===== src/rtl/core/lfr_pkg.sv =====
package lfr_pkg;

	localparam int NUM_FRAMES  = 64;
	localparam int FRAME_SPACE = 64;
	localparam int FRAME_W     = 6;
	localparam int CAP_W       = 7;
	localparam int ENT_W       = 7;
	localparam int AW          = $clog2(NUM_FRAMES);
	localparam int CNT_W       = $clog2(NUM_FRAMES + 1);
	localparam int CMP_W       = (CNT_W > CAP_W) ? CNT_W : CAP_W;

	localparam logic [CAP_W-1:0] CAP_RESET = CAP_W'(64);

	typedef enum logic [1:0] {
		OP_VICTIM = 2'd0,
		OP_PIN    = 2'd1,
		OP_UNPIN  = 2'd2
	} op_t;

	typedef struct packed {
		op_t                op;
		logic [FRAME_W-1:0] frame;
	} req_t;

	typedef struct packed {
		logic               done;
		logic [FRAME_W-1:0] victim;
		logic [ENT_W-1:0]   entry_count;
	} res_t;

endpackage


===== src/rtl/core/lfr_ram.sv =====
module lfr_ram #(
	parameter int WIDTH = 8,
	parameter int DEPTH = 64
) (
	input  logic                     clk,
	input  logic                     we,
	input  logic [$clog2(DEPTH)-1:0] waddr,
	input  logic [WIDTH-1:0]         wdata,
	input  logic [$clog2(DEPTH)-1:0] raddr,
	output logic [WIDTH-1:0]         rdata
);

	logic [WIDTH-1:0] mem_q [DEPTH];

	always_ff @(posedge clk) begin
		if (we) begin
			mem_q[waddr] <= wdata;
		end
		rdata <= mem_q[raddr];
	end

endmodule


===== src/rtl/core/lfr_engine.sv =====
module lfr_engine (
	input  logic                      clk,
	input  logic                      arst_n,
	input  logic                      req_valid,
	output logic                      req_ready,
	input  lfr_pkg::req_t             req,
	input  logic [lfr_pkg::CAP_W-1:0] cap,
	output logic                      res_valid,
	input  logic                      slot_free,
	output lfr_pkg::res_t             res
);

	typedef enum logic [1:0] {
		ST_IDLE,
		ST_WALK,
		ST_FIN
	} state_t;

	state_t                             state_q;
	lfr_pkg::op_t                       op_q;
	logic [lfr_pkg::FRAME_W-1:0]        frame_q;
	logic [lfr_pkg::CNT_W-1:0]          cnt_q;
	logic [lfr_pkg::FRAME_SPACE-1:0]    flags_q;
	logic [lfr_pkg::CNT_W-1:0]          rd_q;
	logic                               found_q;
	logic                               done_q;
	logic [lfr_pkg::FRAME_W-1:0]        victim_q;
	logic                               rv_s1;
	logic [lfr_pkg::AW-1:0]             ridx_s1;

	logic                               issue;
	logic                               match;
	logic                               last;
	logic                               unpin_ok;
	logic                               ram_we;
	logic [lfr_pkg::AW-1:0]             ram_waddr;
	logic [lfr_pkg::FRAME_W-1:0]        ram_wdata;
	logic [lfr_pkg::FRAME_W-1:0]        ram_rdata;
	logic [lfr_pkg::CMP_W-1:0]          cnt_ext;

	assign issue    = (state_q == ST_WALK) && (rd_q < cnt_q);
	assign match    = (op_q == lfr_pkg::OP_VICTIM) ? (ridx_s1 == '0) : (ram_rdata == frame_q);
	assign last     = (lfr_pkg::CNT_W'(ridx_s1) + lfr_pkg::CNT_W'(1)) == cnt_q;
	assign unpin_ok = (lfr_pkg::CMP_W'(cnt_q) < lfr_pkg::CMP_W'(cap))
		&& (cnt_q < lfr_pkg::CNT_W'(lfr_pkg::NUM_FRAMES))
		&& !flags_q[req.frame];

	// Entries behind the removed one move down by one place as the walk reads them.
	always_comb begin
		ram_we    = 1'b0;
		ram_waddr = ridx_s1 - lfr_pkg::AW'(1);
		ram_wdata = ram_rdata;
		if (state_q == ST_IDLE) begin
			ram_we    = req_valid && (req.op == lfr_pkg::OP_UNPIN) && unpin_ok;
			ram_waddr = cnt_q[lfr_pkg::AW-1:0];
			ram_wdata = req.frame;
		end else if (state_q == ST_WALK) begin
			ram_we = rv_s1 && found_q;
		end
	end

	lfr_ram #(
		.WIDTH(lfr_pkg::FRAME_W),
		.DEPTH(lfr_pkg::NUM_FRAMES)
	) u_order_ram (
		.clk  (clk),
		.we   (ram_we),
		.waddr(ram_waddr),
		.wdata(ram_wdata),
		.raddr(rd_q[lfr_pkg::AW-1:0]),
		.rdata(ram_rdata)
	);

	always_ff @(posedge clk or negedge arst_n) begin
		if (!arst_n) begin
			state_q <= ST_IDLE;
			cnt_q   <= '0;
			flags_q <= '0;
			rd_q    <= '0;
			found_q <= 1'b0;
			rv_s1   <= 1'b0;
		end else begin
			rv_s1   <= issue;
			ridx_s1 <= rd_q[lfr_pkg::AW-1:0];
			if (issue) begin
				rd_q <= rd_q + lfr_pkg::CNT_W'(1);
			end
			unique case (state_q)
				ST_IDLE: begin
					if (req_valid) begin
						op_q     <= req.op;
						frame_q  <= req.frame;
						done_q   <= 1'b0;
						victim_q <= '0;
						found_q  <= 1'b0;
						rd_q     <= '0;
						unique case (req.op)
							lfr_pkg::OP_VICTIM: begin
								state_q <= (cnt_q != '0) ? ST_WALK : ST_FIN;
							end
							lfr_pkg::OP_PIN: begin
								state_q <= flags_q[req.frame] ? ST_WALK : ST_FIN;
							end
							lfr_pkg::OP_UNPIN: begin
								if (unpin_ok) begin
									flags_q[req.frame] <= 1'b1;
									cnt_q              <= cnt_q + lfr_pkg::CNT_W'(1);
									done_q             <= 1'b1;
								end
								state_q <= ST_FIN;
							end
							default: begin
								state_q <= ST_FIN;
							end
						endcase
					end
				end
				ST_WALK: begin
					if (rv_s1) begin
						if (!found_q && match) begin
							found_q            <= 1'b1;
							done_q             <= 1'b1;
							flags_q[ram_rdata] <= 1'b0;
							if (op_q == lfr_pkg::OP_VICTIM) begin
								victim_q <= ram_rdata;
							end
						end
						if (last) begin
							cnt_q   <= cnt_q - lfr_pkg::CNT_W'(1);
							state_q <= ST_FIN;
						end
					end
				end
				ST_FIN: begin
					if (slot_free) begin
						state_q <= ST_IDLE;
					end
				end
				default: begin
					state_q <= ST_IDLE;
				end
			endcase
		end
	end

	assign cnt_ext         = lfr_pkg::CMP_W'(cnt_q);
	assign req_ready       = (state_q == ST_IDLE);
	assign res_valid       = (state_q == ST_FIN);
	assign res.done        = done_q;
	assign res.victim      = victim_q;
	assign res.entry_count = cnt_ext[lfr_pkg::ENT_W-1:0];

	a_count_bound: assert property (@(posedge clk) disable iff (!arst_n)
		cnt_q <= lfr_pkg::CNT_W'(lfr_pkg::NUM_FRAMES))
		else $error("entry count exceeds list depth");

	a_flags_match_count: assert property (@(posedge clk) disable iff (!arst_n)
		(state_q != ST_WALK) |-> ($countones(flags_q) == int'(cnt_q)))
		else $error("present flags disagree with entry count");

	a_walk_removes_one: assert property (@(posedge clk) disable iff (!arst_n)
		(state_q == ST_WALK && rv_s1 && last)
		|=> (cnt_q == $past(cnt_q) - lfr_pkg::CNT_W'(1)) && done_q)
		else $error("walk finished without removing one entry");

	a_idle_no_read: assert property (@(posedge clk) disable iff (!arst_n)
		(state_q == ST_IDLE) |-> !rv_s1)
		else $error("list read still in flight while idle");

endmodule


===== src/rtl/core/lru_frame_replacer.sv =====
// Unpin, an unused code, a victim on an empty list and a pin of an absent frame go straight to
// the finish state; the result is registered into the output slot once it is free, and then a new request is taken.
// Pin and victim walk the order list through one RAM read port and one compare, one entry a
// cycle over all entries held, and then hand the result to the output slot the same way.
// The asynchronous reset empties the list, clears all present flags and sets capacity to 64.
// The order list RAM is not cleared; entries at or above the count are never read.
module lru_frame_replacer (
	input  logic        clk,
	input  logic        arst_n,
	input  logic        s_axis_tvalid,
	output logic        s_axis_tready,
	input  logic [7:0]  s_axis_tdata,   // [5:0] frame_number, [7:6] zero
	input  logic [1:0]  s_axis_tuser,   // [1:0] operation
	output logic        m_axis_tvalid,
	input  logic        m_axis_tready,
	output logic [15:0] m_axis_tdata,   // [5:0] victim_frame, [12:6] entry_count, [15:13] zero
	output logic        m_axis_tuser,   // [0] done_res
	input  logic        cfg_valid,
	output logic        cfg_ready,
	input  logic [6:0]  cfg_data        // [6:0] capacity
);

	logic [lfr_pkg::CAP_W-1:0] cap_q;
	logic                      out_valid_q;
	lfr_pkg::res_t             out_res_q;
	lfr_pkg::req_t             req;
	lfr_pkg::res_t             res;
	logic                      res_valid;
	logic                      slot_free;

	assign req.op    = lfr_pkg::op_t'(s_axis_tuser);
	assign req.frame = s_axis_tdata[lfr_pkg::FRAME_W-1:0];
	assign slot_free = !out_valid_q || m_axis_tready;
	assign cfg_ready = 1'b1;

	lfr_engine u_engine (
		.clk      (clk),
		.arst_n   (arst_n),
		.req_valid(s_axis_tvalid),
		.req_ready(s_axis_tready),
		.req      (req),
		.cap      (cap_q),
		.res_valid(res_valid),
		.slot_free(slot_free),
		.res      (res)
	);

	always_ff @(posedge clk or negedge arst_n) begin
		if (!arst_n) begin
			cap_q       <= lfr_pkg::CAP_RESET;
			out_valid_q <= 1'b0;
		end else begin
			if (cfg_valid) begin
				cap_q <= cfg_data;
			end
			if (res_valid && slot_free) begin
				out_valid_q <= 1'b1;
			end else if (m_axis_tready) begin
				out_valid_q <= 1'b0;
			end
		end
	end

	always_ff @(posedge clk) begin
		if (res_valid && slot_free) begin
			out_res_q <= res;
		end
	end

	assign m_axis_tvalid = out_valid_q;
	assign m_axis_tuser  = out_res_q.done;
	assign m_axis_tdata  = {3'b000, out_res_q.entry_count, out_res_q.victim};

endmodule

===== config.mk =====
export PLATFORM = sky130hd
export DESIGN_NAME = lru_frame_replacer
export DESIGN_NICKNAME = d
export VERILOG_FILES = /design/src/rtl/core/lfr_pkg.sv /design/src/rtl/core/lfr_ram.sv /design/src/rtl/core/lfr_engine.sv /design/src/rtl/core/lru_frame_replacer.sv
export SDC_FILE = /design/constraint.sdc
export NUM_CORES = 1
export LEC_CHECK = 0
export BUFFER_PORTS_ARGS = -buffer_cell sky130_fd_sc_hd__buf_2
export CAP_MARGIN = 40
export CORE_MARGIN = 2
export CORE_UTILIZATION = 63
export DETAILED_ROUTE_END_ITERATION = 10
export GPL_TIMING_DRIVEN = 0
export MAX_ROUTING_LAYER = met4
export PLACE_DENSITY = 0.86
export SLEW_MARGIN = 30
export SYNTH_ARGS = -nofsm -noshare
export SYNTH_HDL_FRONTEND = slang
export SYNTH_SLANG_ARGS = --single-unit

===== constraint.sdc =====
create_clock -name clk -period 5.15 [get_ports clk]
set_clock_uncertainty 0.2 [all_clocks]
set_input_delay 0.515 -clock clk [delete_from_list [all_inputs] [get_ports clk]]
set_output_delay 0.515 -clock clk [all_outputs]
set_load 0.05 [all_outputs]

Word-level counts from Yosys, hierarchy flattened
Memories as Yosys holds them, arrays and structs flattened. A register that Yosys moved wholly into a read port is not among the register bits.
Index checks and enable logic that the tools add are counted.
{"block": "word_totals", "memories": 1, "register_bits": 125, "ram_bits": 384, "out_inout_bits": 20, "input_bits": 22}
{"block": "op_classes", "bitwise": 3, "n_mux": 51, "n_lt_le_gt_ge": 7, "add_sub_neg": 5, "n_reduce_logical": 28, "n_eq_ne": 14}
{"name": "u_engine.u_order_ram.mem_q", "words": 64, "width": 6, "read_ports": 1, "rd_clocked_by_memory_dff": 1, "wr": 1, "line": "lfr_ram.sv:13", "rtl": "logic [WIDTH-1:0] mem_q [DEPTH];"}
{"op": "2-to-1 mux 64 bit", "n": 5}
{"op": "case mux 64 bit (2 select lines)", "n": 1}
{"op": "AND 64 bit", "n": 1}
{"op": "NOT 64 bit", "n": 1}
{"op": "OR 64 bit", "n": 1}
{"op": "2-to-1 mux 7 bit", "n": 8}
{"op": "2-to-1 mux 6 bit", "n": 6}
{"op": "AND reduction 6 bit", "n": 3}
{"op": "2-to-1 mux 1 bit", "n": 16}
{"op": "adder 7 x 1 -> 7 bit, second input constant", "n": 2}
{"op": "< comparator 6 x 7 -> 1 bit, second input constant", "n": 2}
{"op": "< comparator 7 bit", "n": 2}
{"op": "case mux 7 bit (2 select lines)", "n": 1}
{"op": "demux 1 bit (select 6 bit)", "n": 2}
{"op": "greater-or-equal comparator 6 x 1 -> 1 bit, second input constant", "n": 2}
{"op": "2-to-1 mux 2 bit", "n": 6}
{"op": "case mux 6 bit (2 select lines)", "n": 1}
{"op": "logical AND 1 bit", "n": 10}
{"op": "!= test 2 x 1 -> 1 bit, second input constant", "n": 5}
{"op": "AND reduction 4 bit", "n": 2}
{"op": "adder 6 x 1 -> 7 bit, second input constant", "n": 1}
{"op": "== test 7 bit", "n": 1}
{"op": "< comparator 7 bit, second input constant", "n": 1}
{"op": "nonzero test 7 bit", "n": 1}
{"op": "17 further kinds", "n": 27}

Logic depth before layout (Yosys ltp)
{"block": "depth", "depth_word": 9, "depth_mapped": 11, "mapped_depth_nobuf": 10}

Modules after synthesis
Synthesis repeated with hierarchy kept, for this count alone.
{"block": "unflattened", "cells_unflattened": 1315, "area_unflattened_um2": 21682.0}
{"module": "lfr_ram", "seq_area_each_um2": 11651.2, "area_per_inst_um2": 15225.9, "instances": 1, "cells_per_inst": 720}
{"module": "lfr_engine", "seq_area_each_um2": 2682.6, "area_per_inst_um2": 5661.7, "instances": 1, "cells_per_inst": 556}
{"module": "lru_frame_replacer", "seq_area_each_um2": 621.8, "area_per_inst_um2": 794.5, "instances": 1, "cells_per_inst": 39}

Worst setup path after synthesis
OpenSTA, ideal clock, no wires.
{"block": "synth_path", "kind": "flip-flop to flip-flop", "from": "register u_engine.state_q[1]", "to": "memory u_engine.u_order_ram.mem_q[0][4] in the netlist's numbering, data pin", "path_stages_with_launch": 5, "n_path_buf": 1, "synth_period_minus_slack_ps": 4485, "path_slack_ps": 665, "arrival_ps": 3582, "cell_sequence": "dfrtp_1 -> or2_2 -> inv_1 -> clkbuf_1 -> o21ai_0"}
{"block": "synth_between", "elab_chain_cells": 2}
{"element": "start: declaration", "line": "lfr_engine.sv:19", "rtl": "state_t state_q;"}
{"element": "start signal: assignment", "line": "lfr_engine.sv:99", "rtl": "state_q <= (cnt_q != '0) ? ST_WALK : ST_FIN;"}
{"element": "start signal: assignment", "line": "lfr_engine.sv:102", "rtl": "state_q <= flags_q[req.frame] ? ST_WALK : ST_FIN;"}
{"element": "logical NOT 2 bit"}
{"element": "named net s_axis_tready", "line": "lru_frame_replacer.sv:11", "rtl": "output logic s_axis_tready,"}
{"element": "2-to-1 mux 6 bit", "line": "lfr_engine.sv:53", "rtl": "if (state_q == ST_IDLE) begin"}
{"element": "named net u_engine.ram_wdata (one bit)", "line": "lfr_engine.sv:37", "rtl": "logic [lfr_pkg::FRAME_W-1:0] ram_wdata;"}
{"element": "end: declaration", "line": "lfr_ram.sv:13"}
The timed path passes the listed nets, and every way through them passes these cells.

Worst setup path in the final report
{"block": "layout_path", "from": "input s_axis_tdata[0]", "to": "memory u_engine.u_order_ram.mem_q[43][1] in the netlist's numbering, enable pin"}
{"block": "layout_between", "elab_chain_cells": 8}
{"element": "start: declaration", "line": "lru_frame_replacer.sv:12", "rtl": "input logic [7:0] s_axis_tdata,"}
{"element": "binary-select mux 1 bit (select 6 bit)", "line": "lfr_engine.sv:46", "rtl": "&& !flags_q[req.frame];"}
{"element": "2-to-1 mux 1 bit (implied by the code)", "line": "lfr_engine.sv:46"}
{"element": "logical NOT 1 bit", "line": "lfr_engine.sv:46"}
{"element": "logical AND 1 bit", "line": "lfr_engine.sv:46"}
{"element": "logical AND 1 bit", "line": "lfr_engine.sv:54", "rtl": "ram_we = req_valid && (req.op == lfr_pkg::OP_UNPIN) && unpin_ok;"}
{"element": "2-to-1 mux 1 bit", "line": "lfr_engine.sv:53"}
{"element": "2-to-1 mux 1 bit", "line": "lfr_ram.sv:16", "rtl": "if (we) begin"}
{"element": "2-to-1 mux 1 bit (implied by the code)", "line": "lfr_ram.sv:17", "rtl": "mem_q[waddr] <= wdata;"}
Every way passes these cells. The select of a mux whose other input is x is not followed.

==> results.md <==
- Status: complete, no violations
- Power share of the sequential group: 43.6%
- Post-CTS Setup Inserts: 0
- Synthesized flop and latch total: 515
- # DRC: 0
- Worst path depth: 13
- Switching Share: 32.2%
- Boundary pin count: 42
- Fmax: 0.227 GHz
- Yosys warning total: 0
- Clock slew at reported path FFs: 0.06 ns
- Root buf cell: clkbuf_16
- Post-synth EDFFs: 419
- CTS tree: built
- Syn Inst Count: 1262
- Most Crowded Layer GR: met2
- Largest net degree at the start of global routing: 65
- Num CTS Buffers: 50
- Crit. Startpoint: s_axis_tdata[0]
- Core area: 0.0337 sq mm
- Crit-path max FO: 10
- Sum Neg Setup Slack: 0 ns
- Fin crit share: 85.5%
- Logic pwr share: 27.8%
- Final setup margin: 0.746 ns
- Max rail drop VDD: 0.000486 V
- Net Switching: 3.87 mW
- H-tree depth: 2
- PD cells: 487 mW/mm^2
- Max Cap Viol: 0
- Max_slew headroom: 38.8%
- Async SR Flop Fraction: 17.5%
- Hold/Removal Path Class: input pin to register
- Syn_area_per_cell: 17.2 sq um
- Initial Util: 64.4%
- GRT overflow: 0
- Drt first pass iters: 6
- Post-synthesis cell area: 0.0217 sq mm
- Sink Count: 515
- Worst path arrival time: 4.50 ns
- Slew Limit Fails: 0
- Layout Nets: 1458
- Post-layout util: 73.2%
- Fin crit period: 4.40 ns
- Main synth FF type: edfxtp_1
- Reg2reg path depth: 10
- Die ar.: 0.0359 sq mm
- Leak: 8.11 nW
- Total power: 12.0 mW
- Element type at the critical path end: register
- Dpl hpwl: 34.6 mm
- Worst-path cell chain: dlygate4sd3_1 > buf_2 > buf_6 > buf_8 > mux4_2 > mux2i_1 > o22a_1 > nand3_1 > a21oi_4 > a32oi_2 > buf_2 > nor3_1 > clkdlybuf4s18_2
- Vias: 13337
- Synth top area cells: edfxtp_1 (58%), mux4_2 (14%), dfrtp_1 (10%)
- Distinct cells, synth: 64
- Buf/Inv on CP: 6
- Critical path's slowest cell: nor3_1
- Endpoints failing hold: 0
- Setup crit end: u_engine.u_order_ram.mem_q[43][1]
- Final setup viols: 0
- Initial antenna violation count: 0
- IO buf count: 35
- Clock Latency Late Sink: 0.62 ns
- Internal power: 8.15 mW
- Drt first-iter violations: 2136
- Fraction of layout cells with a size suffix above 1: 25.2%
- Deepest clock path buffer count: 3
- Met1 Track Usage GR: 41.3%
- Measured slew at the worst slew-check pin: 0.918 ns
- Final antenna-violating net count: 0
- Wirelength per Cell: 28.7 um
- Antenna diode count: 0
- CP Launch Type: input pin
- CP Class: input pin to register
- CP required: 5.25 ns
- RSZ-0062 raised after global routing: no
- RePlAce Congestion: 0.937
- Most area-hungry cell type in the Yosys netlist: edfxtp_1
- GR Util met2: 51.6%
- Family with the most delay on the worst path: buffers and inverters
- Worst slack at placement: 0.831 ns
- Post-synthesis sequential area ratio: 68.9%
- Reg2reg end: u_engine.u_order_ram.mem_q[43][1]
- Synth top area share: 58.0%
- Via density: 7.02
- Clk pwr share: 28.7%
- First-pass GRT wire length: 82.4 mm
- Crit path largest cell delay: 0.64 ns
- Synth-to-Final Area Change: 13.7%
- All-Layer GR Usage: 32.5%
- Row Count: 67
- Reg-to-Reg Start: cap_q[6]
- Vias in the first global route: 13307
- Die width: 190 um
- R2R Setup Slk: 0.95 ns
- Die height: 190 um
- Most used cell, CP: buf_2
- Drt total wl: 54.6 mm
- Grt met3 use: 7.53%
cell type report:
type | count | area [sq um]
tap | 448 | 561
buffer | 75 | 353
inverter | 21 | 78.8
clock inverter | 22 | 173
sequential | 515 | 15000
clock buffer | 68 | 1340
fill | 1849 | 9020
multi-input combinational | 653 | 6500
timing repair buffer | 99 | 724
per-stage QoR:
stage | std cells | instance area, sq um | hold slack, ns
finish | 1901 | 24700 | 0.0159
global route | 1901 | 24700 | 0.0185
CTS | 1895 | 24600 | 0.00696
detailed placement | 1789 | 22900 | 0.206
global placement | 1747 | 22400 | 0.203
floorplan | 1264 | 21700 | 0.0194
flip-flops by register name (all words and copies together) (netlist names):
signal	cells
u_engine.done_q	1
u_engine.rv_s1	1
m_axis_tvalid	1
u_engine.found_q	1
u_engine.victim_q	6
u_engine.rd_q	7
m_axis_tuser	1
u_engine.cnt_ext	7
u_engine.op_q	2
u_engine.frame_q	6
u_engine.u_order_ram.mem_q	384
u_engine.flags_q	64
m_axis_tdata	13
u_engine.ridx_s1	6
u_engine.state_q	2
u_engine.u_order_ram.rdata	6
cap_q	7
cell families (layout without fill, tap and decap cells):
family / Yosys count / count (layout) / share of synthesized area, %
flops: 515 / 515 / 68.9
simple gates: 235 / 235 / 6.04
compound gates: 203 / 203 / 5.39
mux: 168 / 168 / 15.5
buf+inv: 96 / 285 / 1.98
xor+xnor: 22 / 22 / 0.888
fa+ha+maj: 21 / 21 / 1.25
other cells: 2 / 4 / 0.0346
how the worst min path moves through the flow:
stage | startpoint | to | slack, ns | depth (start not counted)
final | cfg_valid | cap_q[0] | 0.02 | 2
after global routing | cfg_valid | cap_q[0] | 0.02 | 2
after CTS | cfg_valid | cap_q[0] | 0.007 | 2
after detailed placement | u_engine.victim_q[0] | m_axis_tdata[0] | 0.21 | 0
after global placement | u_engine.victim_q[0] | m_axis_tdata[0] | 0.20 | 0
after floorplan | arst_n | cap_q[0] | 0.02 | 0
cells in the final DEF (no fill, tap or decap), types with 28 or more instances in the layout:
cell type	netlist	final
o21ai_1	64	64
dfrtp_1	89	89
mux2i_1	28	28
buf_2	14	74
nand2_1	58	58
clkbuf_1	38	54
mux4_2	134	134
edfxtp_1	419	419
nor3_2	0	29
o21ai_0	82	81
nor3_1	68	39
clkbuf_16	0	50
metal layers:
layer  wire length [um]  vias up
met2              27100     1085
met4               2670        0
met3               6220      228
met5                  0        -
met1              18600     6674
li1                   -     5350
Yosys cell counts (all sizes together), types with 6 or more instances:
cell type,n
dfrtp,89
o21ai,146
mux2,6
a21oi,13
nand4,10
dfxtp,6
inv,20
xnor2,18
nand3,18
mux2i,28
nand2b,8
nor2,25
edfxtp,419
nor2b,11
mux4,134
nand2,58
ha,20
buf,37
and2,9
clkbuf,38
nor3,68
a21o,9
power by group through the flow:
| stage | Combinational (mW) | Clock, mW | Sequential (mW) |
|---|---|---|---|
| global route | 3.48 | 3.61 | 5.24 |
| CTS | 3.24 | 3.45 | 5.23 |
| finish | 3.34 | 3.45 | 5.24 |
| floorplan | 1.95 | 0 | 5.37 |
| detailed placement | 3.18 | 0 | 5.32 |
| global placement | 2.82 | 0 | 5.36 |
worst register-to-register path, stage by stage (launching register included):
cell             delay (ns)
dfstp_2                0.52
inv_1                  0.06
ha_1                   0.20
or4b_2                 0.62
a21oi_1                0.13
o21ai_0                0.22
a21oi_4                0.29
a32oi_2                0.26
buf_2                  0.36
nor3_1                 0.64
clkdlybuf4s18_2        0.37
repair_timing:
item / 4_1_cts / 5_1_grt
hold buffers: 16 / 0
hold endpoints to repair: 103 / 0
gates resized for setup: 0 / 0
endpoints found under the setup margin: 0 / 0
No activity file was read; power rests on OpenSTA's default activity.
